### src/hw/rtl/pdf_pkg.sv
package pdf_pkg;

   localparam int PW = 26;
   localparam int TW = 16;
   localparam int DEPTH_W = 21;
   localparam int TOUT_W = 17;
   localparam int CSR_IDX_W = 2;
   localparam int CSR_DATA_W = 18;
   localparam int REQ_DATA_W = 48;
   localparam int RSP_DATA_W = 40;

   localparam int MUL_W = 34;
   localparam int ACC_W = 2 * MUL_W;

   localparam int DIV_STEPS = 32;
   localparam int DQ_W = 32;
   localparam int DVS_W = 35;
   localparam int REM_W = 36;

   localparam logic signed [MUL_W-1:0] ALPHA_Q16 = 34'sd9830;
   localparam logic signed [MUL_W-1:0] ONE_MINUS_ALPHA_Q16 = 34'sd55706;
   localparam logic signed [MUL_W-1:0] GRAVITY_MICRO = 34'sd980665;
   localparam logic signed [MUL_W-1:0] MM_SCALE = 34'sd100000000;

   localparam logic [PW-1:0] SURFACE_RESET = 26'd1621200;
   localparam logic [10:0] DENSITY_RESET = 11'd997;
   localparam logic signed [DEPTH_W-1:0] DEPTH_MAX = 21'sd1048575;
   localparam logic signed [DEPTH_W-1:0] DEPTH_MIN = -21'sd1048576;

   typedef enum logic [CSR_IDX_W-1:0] {
      REG_FLUID_DENSITY = 2'd0,
      REG_DEPTH_OFFSET  = 2'd1,
      REG_TEMP_OFFSET   = 2'd2
   } csr_reg_type;

   typedef enum logic [3:0] {
      ST_IDLE,
      ST_FILL,
      ST_RD,
      ST_WR,
      ST_MEAN,
      ST_EP1,
      ST_EP2,
      ST_ET1,
      ST_ET2,
      ST_DEN,
      ST_NUM,
      ST_DIVD_GO,
      ST_DIVD_WAIT,
      ST_OUT
   } pdf_state_type;

   typedef struct packed {
      logic             start;
      logic [REM_W-1:0] rem_init;
      logic [DQ_W-1:0]  dq_init;
      logic [DVS_W-1:0] divisor;
   } div_req_type;

   typedef struct packed {
      logic            done;
      logic [DQ_W-1:0] quotient;
   } div_rsp_type;

endpackage

### src/hw/rtl/pdf_ram.sv
module pdf_ram #(
   parameter int WIDTH = 26,
   parameter int DEPTH = 10
) (
   input  logic                                    clock,
   input  logic                                    wr_en,
   input  logic [(DEPTH > 1 ? $clog2(DEPTH) : 1)-1:0] wr_addr,
   input  logic [WIDTH-1:0]                        wr_data,
   input  logic                                    rd_en,
   input  logic [(DEPTH > 1 ? $clog2(DEPTH) : 1)-1:0] rd_addr,
   output logic [WIDTH-1:0]                        rd_data
);

   logic [WIDTH-1:0] mem_ff [DEPTH];
   logic [WIDTH-1:0] rd_data_ff;

   always_ff @(posedge clock) begin
      if (wr_en) begin
         mem_ff[wr_addr] <= wr_data;
      end
      if (rd_en) begin
         rd_data_ff <= mem_ff[rd_addr];
      end
   end

   assign rd_data = rd_data_ff;

endmodule

### src/hw/rtl/pdf_divider.sv
module pdf_divider (
   input  logic                 clock,
   input  logic                 reset,
   input  pdf_pkg::div_req_type div_req,
   output pdf_pkg::div_rsp_type div_rsp
);

   logic                      busy_ff, busy_in;
   logic [4:0]                cnt_ff, cnt_in;
   logic [pdf_pkg::REM_W-1:0] rem_ff, rem_in;
   logic [pdf_pkg::DQ_W-1:0]  dq_ff, dq_in;
   logic [pdf_pkg::REM_W-1:0] shifted;
   logic                      ge;
   logic                      last_step;

   assign shifted = {rem_ff[pdf_pkg::REM_W-2:0], dq_ff[pdf_pkg::DQ_W-1]};
   assign ge = shifted >= {1'b0, div_req.divisor};
   assign last_step = busy_ff && (cnt_ff == 5'(pdf_pkg::DIV_STEPS - 1));

   always_comb begin
      busy_in = busy_ff;
      cnt_in = cnt_ff;
      rem_in = rem_ff;
      dq_in = dq_ff;
      if (div_req.start) begin
         busy_in = 1'b1;
         cnt_in = '0;
         rem_in = div_req.rem_init;
         dq_in = div_req.dq_init;
      end else if (busy_ff) begin
         rem_in = ge ? shifted - {1'b0, div_req.divisor} : shifted;
         dq_in = {dq_ff[pdf_pkg::DQ_W-2:0], ge};
         cnt_in = cnt_ff + 5'd1;
         if (last_step) begin
            busy_in = 1'b0;
         end
      end
   end

   always_ff @(posedge clock) begin
      if (reset) begin
         busy_ff <= 1'b0;
         cnt_ff <= '0;
      end else begin
         busy_ff <= busy_in;
         cnt_ff <= cnt_in;
      end
      rem_ff <= rem_in;
      dq_ff <= dq_in;
   end

   assign div_rsp.done = last_step;
   assign div_rsp.quotient = dq_ff;

endmodule

### src/hw/rtl/pressure_depth_filter_unit.sv
// flow: each request runs the reciprocal multiply for the window mean, the multiply
// sequence and 32 divider steps before its result is offered
// throughput: one transaction at a time; a new request is taken only once the result is
// loaded into the output register; the first after reset fills the window instead
// reset: synchronous, active high; filters unprimed, surface pressure 101325 Pa,
// registers at density 997 and zero offsets
module pressure_depth_filter_unit #(
   parameter int WINDOW_SIZE = 10
) (
   input  logic                             clock,
   input  logic                             reset,
   input  logic                             req_tvalid,
   output logic                             req_tready,
   // pressure_in [25:0], temp_in [41:26], zero fill
   input  logic [pdf_pkg::REQ_DATA_W-1:0]   req_tdata,
   // tare_now
   input  logic                             req_tuser,
   output logic                             rsp_tvalid,
   input  logic                             rsp_tready,
   // depth_mm [20:0], temp_out [37:21], zero fill
   output logic [pdf_pkg::RSP_DATA_W-1:0]   rsp_tdata,
   input  logic                             csr_wr_en,
   input  logic [pdf_pkg::CSR_IDX_W-1:0]    csr_index,
   input  logic [pdf_pkg::CSR_DATA_W-1:0]   csr_wdata
);

   localparam int AW = (WINDOW_SIZE > 1) ? $clog2(WINDOW_SIZE) : 1;
   localparam int SUM_W = pdf_pkg::PW + $clog2(WINDOW_SIZE);
   localparam logic [AW-1:0] IDX_LAST = AW'(WINDOW_SIZE - 1);
   localparam int MEAN_SHIFT = SUM_W + $clog2(WINDOW_SIZE);
   localparam logic [63:0] MEAN_RECIP =
      ((64'd1 << MEAN_SHIFT) + 64'(WINDOW_SIZE - 1)) / 64'(WINDOW_SIZE);

   pdf_pkg::pdf_state_type state_ff, state_in;

   logic [10:0]                      density_ff, density_in;
   logic [17:0]                      depth_off_ff, depth_off_in;
   logic [12:0]                      temp_off_ff, temp_off_in;

   logic [pdf_pkg::PW-1:0]           p_ff, p_in;
   logic signed [pdf_pkg::TW-1:0]    t_ff, t_in;
   logic                             tare_ff, tare_in;
   logic [AW-1:0]                    fill_ff, fill_in;
   logic [SUM_W-1:0]                 sum_ff, sum_in;
   logic [AW-1:0]                    widx_ff, widx_in;
   logic                             primed_ff, primed_in;
   logic [pdf_pkg::PW-1:0]           pf_ff, pf_in;
   logic signed [pdf_pkg::TW-1:0]    tf_ff, tf_in;
   logic [pdf_pkg::PW-1:0]           surf_ff, surf_in;
   logic signed [pdf_pkg::ACC_W-1:0] acc_ff, acc_in;
   logic [pdf_pkg::DVS_W-1:0]        den_ff, den_in;
   logic                             neg_ff, neg_in;
   logic                             rsp_valid_ff, rsp_valid_in;
   logic [pdf_pkg::RSP_DATA_W-1:0]   rsp_data_ff, rsp_data_in;

   logic                             req_accept;
   logic                             fill_last;
   logic                             rsp_load;
   logic [AW-1:0]                    widx_next;
   logic [10:0]                      rho_eff;
   logic signed [pdf_pkg::PW:0]      diff;
   logic [pdf_pkg::PW:0]             diff_abs;

   logic signed [pdf_pkg::MUL_W-1:0] mul_a, mul_b;
   logic signed [pdf_pkg::ACC_W-1:0] prod;
   logic                             mul_accum;

   logic                             ram_wr_en, ram_rd_en;
   logic [AW-1:0]                    ram_wr_addr;
   logic [pdf_pkg::PW-1:0]           ram_rd_data;

   pdf_pkg::div_req_type             div_req;
   pdf_pkg::div_rsp_type             div_rsp;

   logic signed [32:0]               q_signed;
   logic signed [33:0]               depth_sum;
   logic signed [pdf_pkg::DEPTH_W-1:0] depth_sat;
   logic signed [pdf_pkg::TOUT_W-1:0]  temp_out;

   assign req_accept = req_tvalid && req_tready;
   assign fill_last = fill_ff == IDX_LAST;
   assign rsp_load = (state_ff == pdf_pkg::ST_OUT) && (!rsp_valid_ff || rsp_tready);
   assign widx_next = (widx_ff == IDX_LAST) ? '0 : widx_ff + 1'b1;
   assign rho_eff = (density_ff == 11'd0) ? 11'd1 : density_ff;
   assign diff = signed'({1'b0, pf_ff}) - signed'({1'b0, surf_ff});
   assign diff_abs = diff[pdf_pkg::PW] ? unsigned'(-diff) : unsigned'(diff);
   assign prod = mul_a * mul_b;

   pdf_ram #(
      .WIDTH (pdf_pkg::PW),
      .DEPTH (WINDOW_SIZE)
   ) u_window (
      .clock   (clock),
      .wr_en   (ram_wr_en),
      .wr_addr (ram_wr_addr),
      .wr_data (p_ff),
      .rd_en   (ram_rd_en),
      .rd_addr (widx_ff),
      .rd_data (ram_rd_data)
   );

   pdf_divider u_divider (
      .clock   (clock),
      .reset   (reset),
      .div_req (div_req),
      .div_rsp (div_rsp)
   );

   // next state
   always_comb begin
      state_in = state_ff;
      unique case (state_ff)
         pdf_pkg::ST_IDLE: begin
            if (req_accept) begin
               state_in = primed_ff ? pdf_pkg::ST_RD : pdf_pkg::ST_FILL;
            end
         end
         pdf_pkg::ST_FILL: begin
            if (fill_last) begin
               state_in = pdf_pkg::ST_DEN;
            end
         end
         pdf_pkg::ST_RD:      state_in = pdf_pkg::ST_WR;
         pdf_pkg::ST_WR:      state_in = pdf_pkg::ST_MEAN;
         pdf_pkg::ST_MEAN:    state_in = pdf_pkg::ST_EP1;
         pdf_pkg::ST_EP1:     state_in = pdf_pkg::ST_EP2;
         pdf_pkg::ST_EP2:     state_in = pdf_pkg::ST_ET1;
         pdf_pkg::ST_ET1:     state_in = pdf_pkg::ST_ET2;
         pdf_pkg::ST_ET2:     state_in = pdf_pkg::ST_DEN;
         pdf_pkg::ST_DEN:     state_in = pdf_pkg::ST_NUM;
         pdf_pkg::ST_NUM:     state_in = pdf_pkg::ST_DIVD_GO;
         pdf_pkg::ST_DIVD_GO: state_in = pdf_pkg::ST_DIVD_WAIT;
         pdf_pkg::ST_DIVD_WAIT: begin
            if (div_rsp.done) begin
               state_in = pdf_pkg::ST_OUT;
            end
         end
         pdf_pkg::ST_OUT: begin
            if (rsp_load) begin
               state_in = pdf_pkg::ST_IDLE;
            end
         end
         default: state_in = pdf_pkg::ST_IDLE;
      endcase
   end

   // sequencer outputs
   always_comb begin
      req_tready = state_ff == pdf_pkg::ST_IDLE;
      ram_wr_en = (state_ff == pdf_pkg::ST_FILL) || (state_ff == pdf_pkg::ST_WR);
      ram_wr_addr = (state_ff == pdf_pkg::ST_FILL) ? fill_ff : widx_ff;
      ram_rd_en = state_ff == pdf_pkg::ST_RD;

      div_req.start = state_ff == pdf_pkg::ST_DIVD_GO;
      div_req.rem_init = pdf_pkg::REM_W'(acc_ff[52:32]);
      div_req.dq_init = acc_ff[31:0];
      div_req.divisor = den_ff;

      mul_accum = 1'b0;
      mul_a = '0;
      mul_b = '0;
      unique case (state_ff)
         pdf_pkg::ST_MEAN: begin
            mul_a = signed'({{(pdf_pkg::MUL_W-SUM_W){1'b0}}, sum_ff});
            mul_b = signed'(pdf_pkg::MUL_W'(MEAN_RECIP));
         end
         pdf_pkg::ST_EP1: begin
            mul_a = signed'({{(pdf_pkg::MUL_W-pdf_pkg::PW){1'b0}},
                             acc_ff[MEAN_SHIFT+pdf_pkg::PW-1:MEAN_SHIFT]});
            mul_b = pdf_pkg::ALPHA_Q16;
         end
         pdf_pkg::ST_EP2: begin
            mul_a = signed'({{(pdf_pkg::MUL_W-pdf_pkg::PW){1'b0}}, pf_ff});
            mul_b = pdf_pkg::ONE_MINUS_ALPHA_Q16;
            mul_accum = 1'b1;
         end
         pdf_pkg::ST_ET1: begin
            mul_a = pdf_pkg::MUL_W'(t_ff);
            mul_b = pdf_pkg::ALPHA_Q16;
         end
         pdf_pkg::ST_ET2: begin
            mul_a = pdf_pkg::MUL_W'(tf_ff);
            mul_b = pdf_pkg::ONE_MINUS_ALPHA_Q16;
            mul_accum = 1'b1;
         end
         pdf_pkg::ST_DEN: begin
            mul_a = signed'({{(pdf_pkg::MUL_W-11){1'b0}}, rho_eff});
            mul_b = pdf_pkg::GRAVITY_MICRO;
         end
         pdf_pkg::ST_NUM: begin
            mul_a = signed'({{(pdf_pkg::MUL_W-pdf_pkg::PW-1){1'b0}}, diff_abs});
            mul_b = pdf_pkg::MM_SCALE;
         end
         default: begin
         end
      endcase
   end

   // result formatting
   always_comb begin
      q_signed = neg_ff ? -signed'({1'b0, div_rsp.quotient}) : signed'({1'b0, div_rsp.quotient});
      depth_sum = 34'(q_signed) + 34'(signed'(depth_off_ff));
      if (depth_sum > 34'(pdf_pkg::DEPTH_MAX)) begin
         depth_sat = pdf_pkg::DEPTH_MAX;
      end else if (depth_sum < 34'(pdf_pkg::DEPTH_MIN)) begin
         depth_sat = pdf_pkg::DEPTH_MIN;
      end else begin
         depth_sat = depth_sum[pdf_pkg::DEPTH_W-1:0];
      end
      temp_out = pdf_pkg::TOUT_W'(tf_ff) + pdf_pkg::TOUT_W'(signed'(temp_off_ff));
   end

   // datapath
   always_comb begin
      density_in = density_ff;
      depth_off_in = depth_off_ff;
      temp_off_in = temp_off_ff;
      if (csr_wr_en) begin
         unique case (csr_index)
            pdf_pkg::REG_FLUID_DENSITY: density_in = csr_wdata[10:0];
            pdf_pkg::REG_DEPTH_OFFSET:  depth_off_in = csr_wdata;
            pdf_pkg::REG_TEMP_OFFSET:   temp_off_in = csr_wdata[12:0];
            default: begin
            end
         endcase
      end

      p_in = p_ff;
      t_in = t_ff;
      tare_in = tare_ff;
      fill_in = fill_ff;
      sum_in = sum_ff;
      widx_in = widx_ff;
      primed_in = primed_ff;
      pf_in = pf_ff;
      tf_in = tf_ff;
      surf_in = surf_ff;
      acc_in = acc_ff;
      den_in = den_ff;
      neg_in = neg_ff;
      rsp_valid_in = rsp_valid_ff;
      rsp_data_in = rsp_data_ff;

      if (rsp_valid_ff && rsp_tready) begin
         rsp_valid_in = 1'b0;
      end

      unique case (state_ff)
         pdf_pkg::ST_IDLE: begin
            if (req_accept) begin
               p_in = req_tdata[pdf_pkg::PW-1:0];
               t_in = signed'(req_tdata[pdf_pkg::PW+pdf_pkg::TW-1:pdf_pkg::PW]);
               tare_in = req_tuser;
               fill_in = '0;
            end
         end
         pdf_pkg::ST_FILL: begin
            fill_in = fill_ff + 1'b1;
            if (fill_last) begin
               // first sample primes window and both filters
               sum_in = SUM_W'(p_ff) * SUM_W'(WINDOW_SIZE);
               widx_in = (WINDOW_SIZE == 1) ? '0 : AW'(1);
               primed_in = 1'b1;
               pf_in = p_ff;
               acc_in = signed'({{(pdf_pkg::ACC_W-pdf_pkg::TW-16){t_ff[pdf_pkg::TW-1]}},
                                 t_ff, 16'b0});
            end
         end
         pdf_pkg::ST_WR: begin
            sum_in = sum_ff - SUM_W'(ram_rd_data) + SUM_W'(p_ff);
            widx_in = widx_next;
         end
         pdf_pkg::ST_MEAN, pdf_pkg::ST_EP1, pdf_pkg::ST_EP2, pdf_pkg::ST_ET2: begin
            acc_in = (mul_accum ? acc_ff : '0) + prod;
         end
         pdf_pkg::ST_ET1: begin
            pf_in = acc_ff[pdf_pkg::PW+15:16];
            acc_in = prod;
         end
         pdf_pkg::ST_DEN: begin
            tf_in = signed'(acc_ff[31:16]);
            if (tare_ff) begin
               surf_in = pf_ff;
            end
            acc_in = prod;
         end
         pdf_pkg::ST_NUM: begin
            den_in = {acc_ff[30:0], 4'b0};
            neg_in = diff[pdf_pkg::PW];
            acc_in = prod;
         end
         pdf_pkg::ST_OUT: begin
            if (rsp_load) begin
               rsp_valid_in = 1'b1;
               rsp_data_in = {2'b0, temp_out, depth_sat};
            end
         end
         default: begin
         end
      endcase
   end

   always_ff @(posedge clock) begin
      if (reset) begin
         state_ff <= pdf_pkg::ST_IDLE;
         density_ff <= pdf_pkg::DENSITY_RESET;
         depth_off_ff <= '0;
         temp_off_ff <= '0;
         widx_ff <= '0;
         primed_ff <= 1'b0;
         surf_ff <= pdf_pkg::SURFACE_RESET;
         rsp_valid_ff <= 1'b0;
      end else begin
         state_ff <= state_in;
         density_ff <= density_in;
         depth_off_ff <= depth_off_in;
         temp_off_ff <= temp_off_in;
         widx_ff <= widx_in;
         primed_ff <= primed_in;
         surf_ff <= surf_in;
         rsp_valid_ff <= rsp_valid_in;
      end
      p_ff <= p_in;
      t_ff <= t_in;
      tare_ff <= tare_in;
      fill_ff <= fill_in;
      sum_ff <= sum_in;
      pf_ff <= pf_in;
      tf_ff <= tf_in;
      acc_ff <= acc_in;
      den_ff <= den_in;
      neg_ff <= neg_in;
      rsp_data_ff <= rsp_data_in;
   end

   assign rsp_tvalid = rsp_valid_ff;
   assign rsp_tdata = rsp_data_ff;

   a_widx_range: assert property (@(posedge clock) disable iff (reset)
      widx_ff <= IDX_LAST)
      else $error("window index beyond window");

   a_prime_fill: assert property (@(posedge clock) disable iff (reset)
      req_accept && !primed_ff |=> state_ff == pdf_pkg::ST_FILL)
      else $error("unprimed transaction skipped window fill");

   a_div_done_wait: assert property (@(posedge clock) disable iff (reset)
      div_rsp.done |-> state_ff == pdf_pkg::ST_DIVD_WAIT)
      else $error("divider finished outside a wait state");

   a_rsp_from_out: assert property (@(posedge clock) disable iff (reset)
      $rose(rsp_valid_ff) |-> $past(state_ff == pdf_pkg::ST_OUT))
      else $error("result raised outside output state");

endmodule
### config.mk
export PLATFORM = sky130hd
export DESIGN_NAME = pressure_depth_filter_unit
export DESIGN_NICKNAME = d
export VERILOG_FILES = /design/src/hw/rtl/pdf_pkg.sv /design/src/hw/rtl/pdf_ram.sv /design/src/hw/rtl/pdf_divider.sv /design/src/hw/rtl/pressure_depth_filter_unit.sv
export SDC_FILE = /design/constraint.sdc
export NUM_CORES = 2
export LEC_CHECK = 0
export BUFFER_PORTS_ARGS = -buffer_cell sky130_fd_sc_hd__buf_4
export CAP_MARGIN = 20
export CORE_AREA = 2 2 490 492
export DETAILED_ROUTE_END_ITERATION = 10
export DIE_AREA = 0 0 492 494
export PLACE_DENSITY_LB_ADDON = 0.3
export SLEW_MARGIN = 20
export SYNTH_ARGS = -nofsm -noshare
export SYNTH_HDL_FRONTEND = slang
export SYNTH_SLANG_ARGS = --single-unit
### constraint.sdc
create_clock -name clock -period 27.1 [get_ports clock]
set_clock_uncertainty 0.15 [all_clocks]
set_input_delay 0 -clock clock [delete_from_list [all_inputs] [get_ports clock]]
set_output_delay 0 -clock clock [all_outputs]
set_load 0.02 [all_outputs]
# After elaboration in Yosys (flattened, before gate mapping)
# Memory sizes are Yosys's and may differ from the RTL's. A register that Yosys moved wholly into a read port is not among the register bits.
# Index checks and enable logic that the tools add are counted.
[op_classes]
n_addsub = 12
multipliers = 2
order_cmp = 3
n_eq_ne = 22
muxes = 39
n_reduce_logical = 32
[op_table]
columns = ["cell", "n"]
rows = [
  ["one-hot mux 34 bit (7 select lines)", 1],
  ["one-hot mux 68 bit (3 select lines)", 1],
  ["one-hot mux 31 bit (5 select lines)", 1],
  ["2-to-1 mux 68 bit", 2],
  ["adder 68 bit", 1],
  ["multiplier 34 x 32 -> 66 bit", 1],
  ["2-to-1 mux 32 bit", 2],
  ["2-to-1 mux 21 bit", 3],
  ["one-hot mux 30 bit (2 select lines)", 1],
  ["one-hot mux 4 bit (14 select lines)", 1],
  ["one-hot mux 26 bit (2 select lines)", 1],
  [">= comparator 36 x 35 -> 1 bit", 1],
  ["2-to-1 mux 35 bit", 1],
  ["subtractor 35 bit", 1],
  ["adder 33 x 18 -> 34 bit", 1],
  ["greater-than comparator 34 x 21 -> 1 bit (second input constant)", 1],
  ["< comparator 34 x 21 -> 1 bit (second input constant)", 1],
  ["2-to-1 mux 33 bit", 1],
  ["negation 32 -> 33 bit", 1],
  ["equality test 4 bit (second input constant)", 8],
  ["2-to-1 mux 4 bit", 8],
  ["adder 30 x 26 -> 30 bit", 1],
  ["2-to-1 mux 30 bit", 1],
  ["subtractor 30 x 26 -> 30 bit", 1],
  ["33 further kinds", 68],
]
[totals]
ff_bits = 408
ram_bits = 260
elab_cells = 136
memories = 1
[mem_list]
columns = ["name", "depth", "width", "rd", "rd_ports_with_merged_regs", "write_ports", "line_no", "text"]
rows = [
  ["u_window.mem_ff", 10, 26, 1, 1, 1, "pdf_ram.sv:14", "logic [WIDTH-1:0] mem_ff [DEPTH];"],
]

# Longest topological paths before layout
[logic_depth]
ltp_word = 7
depth_mapped = 58

# Cells and area by module
# A second synthesis with hierarchy kept.
[hier_totals]
hier_cells = 6950
area_unflattened_um2 = 71292.1
[by_module_without_submodules]
columns = ["mod", "n_inst", "cells_each", "area_each_um2", "seq_area_each_um2"]
rows = [
  ["pressure_depth_filter_unit", 1, 5797, 54584.9, 9038.7],
  ["pdf_ram", 1, 571, 10976.8, 8588.2],
  ["pdf_divider", 1, 582, 5730.5, 2132.0],
]

# Worst setup path after synthesis
# OpenSTA, ideal clock, no wires.
[synth_timing]
path_type = "register to register"
start = "reg pf_ff[0] (netlist name)"
end = "reg acc_ff[54] (netlist name) (data pin)"
arrival_time_ns = 13.199
slack_ns = 13.490
stages_incl_launch_ff = 50
n_path_buf = 3
cell_sequence = "edfxtp_1 inv_1 ha_1 inv_1 fa_1 a21o_1 a21oi_2 o21bai_4 a221oi_4 xnor2_1 nor4_4 or4b_1 buf_2 nor3b_1 a21o_1 mux2i_1 inv_1 nor2_1 [14 not listed] clkbuf_1 a21o_1 a21o_1 a21oi_1 o41ai_1 or3_1 xor2_1 ha_1 clkbuf_1 nand2_1 or4_1 o31ai_1 a2111oi_1 nor4b_1 a2111oi_2 o211ai_1 a22oi_1 a221o_1"
[synth_via]
elab_chain_cells = 7
[synth_rtl]
columns = ["element", "line_no", "text"]
rows = [
  ["start: declaration", "pressure_depth_filter_unit.sv:47", "logic [pdf_pkg::PW-1:0] pf_ff, pf_in;"],
  ["start signal: assignment", "pressure_depth_filter_unit.sv:328", "pf_ff <= pf_in;"],
  ["subtractor 26 x 26 -> 27 bit", "pressure_depth_filter_unit.sv:85", "assign diff = signed'({1'b0, pf_ff}) - signed'({1'b0, surf_ff});"],
  ["negation 27 bit", "pressure_depth_filter_unit.sv:86", "assign diff_abs = diff[pdf_pkg::PW] ? unsigned'(-diff) : unsigned'(diff);"],
  ["2-to-1 mux 27 bit", "pressure_depth_filter_unit.sv:86", ""],
  ["one-hot mux 34 bit (7 select lines) *", "pressure_depth_filter_unit.sv:162", "unique case (state_ff)"],
  ["multiplier 34 x 32 -> 66 bit *", "pressure_depth_filter_unit.sv:87", "assign prod = mul_a * mul_b;"],
  ["adder 68 bit", "pressure_depth_filter_unit.sv:274", "acc_in = (mul_accum ? acc_ff : '0) + prod;"],
  ["one-hot mux 68 bit (3 select lines) *", "pressure_depth_filter_unit.sv:248", "unique case (state_ff)"],
  ["via acc_in (one bit)", "pressure_depth_filter_unit.sv:50", "logic signed [pdf_pkg::ACC_W-1:0] acc_ff, acc_in;"],
  ["end signal: assignment", "pressure_depth_filter_unit.sv:330", "acc_ff <= acc_in;"],
  ["end: declaration", "pressure_depth_filter_unit.sv:50", ""],
]
# Mark *: on every way through the listed nets, which the timed path passes. The rest lies on a longest branch.
# A chain may end at the register's enable or synchronous reset.

# Final worst setup path
[layout_timing]
start = "reg pf_ff[0] (netlist name)"
end = "reg acc_ff[57] (netlist name) (data pin)"
# Same word-level chain as after synthesis.

==> metrics.cfg <==
[outcome]
status=finished clean

[worst_setup_path]
crit_cells=47
worstSetupStartpoint=pf_ff[0]
cpMostUsedCell=fa_1
critical_path_class=flop to flop
worst-path-buf-inv=8
endpoint_kind=flop
cp-start-kind=flop
reg2reg_depth=47
reg2reg_slack_ns=9.39
r2r-start=pf_ff[0]
cp-endpoint=acc_ff[57]
critPathMaxStageDelay_ns=0.93
cp_max_fo=19
cp_top_family=adder cells
critPathSlowestCell=a2111oi_1
worstReg2RegEnd=acc_ff[57]
crit_arrival_ns=18.02
cp.required_ns=27.41

[synthesis]
synth_area_leaders=fa_1, edfxtp_1, ha_1, inv_1, nand2_1
synth_enable_flop_cells=588
synthFlopType=edfxtp_1
synth_top_area_share_pct=26.9
synth-seq-cells=686
ys_seq_area_share_pct=27.7
async_flop_share_pct=0
avgSynthCellArea_um2=10.1
syn_area_um2=70900
yosys.area.top_type=fa_1
yosysWarnings=0
ys_types=107
syn_inst=7028

[cts]
clock_latency_ns=0.73
clockRootBuffer=clkbuf_16
numCtsBuffers=76
post-cts-setup-buffers=0
cts_max_level=3
cts_tree=built
clockBufferDepth=3
post_cts_resized=0
clock_sinks=686
clkSlewWorstSetupHoldPaths_ns=0.07

[sta]
setup_ws_ns=9.39
finalCritPeriodShare_pct=65.3
fin_hold_ws_ns=0.0571
worstMarginPinSlew_ns=1.19
setup_viol=0
rsz0062_at_grt=no
slew_violations=0
fin_crit_ns=17.71
relSlewSlack_pct=20.2
hold_viol_final=0
final.setup.tns_ns=0
fmax_mhz=56.5

[drt]
drtIter0Drc=4270
final_antenna_net_count=0
drt-total-wl_mm=235
vias_per_cell=4.97
num_vias=52400
route.detailed.drc=0
drt_pre_antenna_iters=6
wl_per_cell_um=22.3

[finish]
drive_gt1_share_pct=6.62
layout.nets=8797
layout_commonest_cell=inv_1
fillers=24300
layout_common_cells=inv_1, fa_1, nand2_1, edfxtp_1, ha_1
syn2layout_area_growth_pct=12.9
fin_cells=10500

[min_path]
min-delay-start=csr_wdata[10]
hp-class=input port to flop

[global_route]
grt_overflow=0
grtUsageTotal_pct=19.3
grt_pass1_wl_mm=351
antenna_found_initial=10
first_global_vias=54100
grt_max_degree=73

[floorplanning]
start_util_pct=29.9
row_count=179
die_w_um=492
die-area_um2=243000
core_um2=237000
fp.dieH_um=494
pin_count=116

[place]
dpl_worst_slack_ns=10.05
gp_congestion=0.971
dp_hpwl_mm=188
io_buffer_count=107
placedCellCount=10200

[run]
drv_cap=0

## worst min path at each step
stage / to / slack, ns / depth (start not counted)
5_1_grt: depth_off_ff[10] / 0.05 / 4
6_report: depth_off_ff[10] / 0.06 / 4
3_3_place_gp: tare_ff / 0.03 / 1
4_1_cts: depth_off_ff[10] / 0.008 / 4
2_1_floorplan: p_ff[0] / -0.05 / 0
3_5_place_dp: t_ff[2] / 0.03 / 1
## layer usage
metal	vias to the layer above	GRT usage [%]	part of all wire, %
li1	23800	-	-
met1	26600	26.5	44
met2	1672	30.4	45
met3	347	2.99	6.1
met4	2	7.72	4.7
met5	-	0	0.0060
## cell type report
| class | count | area [um^2] | area share (%) |
|---|---|---|---|
| antenna | 3 | 7.51 | 0.00938 |
| clock buffer | 98 | 2080 | 2.59 |
| clock inverter | 41 | 458 | 0.572 |
| inverter | 1335 | 5010 | 6.27 |
| multi-input combinational | 4851 | 45800 | 57.2 |
| sequential | 686 | 19600 | 24.5 |
| tap | 3167 | 3960 | 4.95 |
| timing repair buffer | 359 | 3080 | 3.85 |
## worst reg2reg max path, delay by kind of cell (launching register included)
family / cells / cell delay (ns)
fa+ha+maj: 12 / 5.51
compound gates: 14 / 4.87
simple gates: 11 / 4.31
buf+inv: 8 / 1.01
mux: 1 / 0.85
flops: 1 / 0.45
xor+xnor: 1 / 0.31
## cells in the mapped netlist (17+ instances only)
master and number:
inv_1 1332, fa_1 951, nand2_1 628, edfxtp_1 588
ha_1 463, a21oi_1 398, nor2_1 391, o21ai_0 317
xnor2_1 185, clkbuf_1 181, a21o_1 124, and2_1 122
nor3_1 108, xor2_1 105, dfxtp_1 98, mux2i_1 77
nand3_1 76, a211oi_1 58, nand2b_1 57, nor2b_1 55
mux4_2 52, a31oi_1 43, and3_1 42, o21bai_1 36
a22oi_1 32, o211ai_1 32, o21a_1 32, nand4_1 30
o31ai_1 26, or2_2 24, or3_1 23, buf_1 20
a211o_1 19, a21boi_0 17, nand3b_1 17, o41ai_1 17
## cell families (layout without fill, tap and decap cells)
family | Yosys count | count (layout) | synth area share (%)
DFF | 686 | 686 | 27.7
buffers and inverters | 1550 | 1833 | 8.27
muxes | 137 | 137 | 2.87
and+or+nand+nor | 1653 | 1653 | 11.0
AOI/OAI and AO/OA | 1295 | 1295 | 11.5
adders and majority gates | 1414 | 1414 | 35.0
other | 2 | 64 | 0.0106
xor gates and xnor gates | 291 | 291 | 3.62
## stage by stage
step	utilization, %	instance area [um^2]
finish	33.7	80000
global route	33.7	80000
CTS	33.7	80000
detailed placement	32.0	75900
global placement	32.0	75900
floorplan	-	71100
## timing repair
action	4_1_cts	5_1_grt
endpoints found under the setup margin	0	0
hold endpoints to repair	101	0
hold buffers	155	0
## flip-flops by register name (all words and copies together), names as in the netlist, 30 cells and up
name              count
acc_ff               60
u_window.mem_ff     260
rsp_tdata            38
u_divider.dq_ff      32
den_ff               31
u_divider.rem_ff     35
sum_ff               30
Power is not shown: default switching activity piles up to over one toggle a cycle in this logic, so the estimate is an artifact.
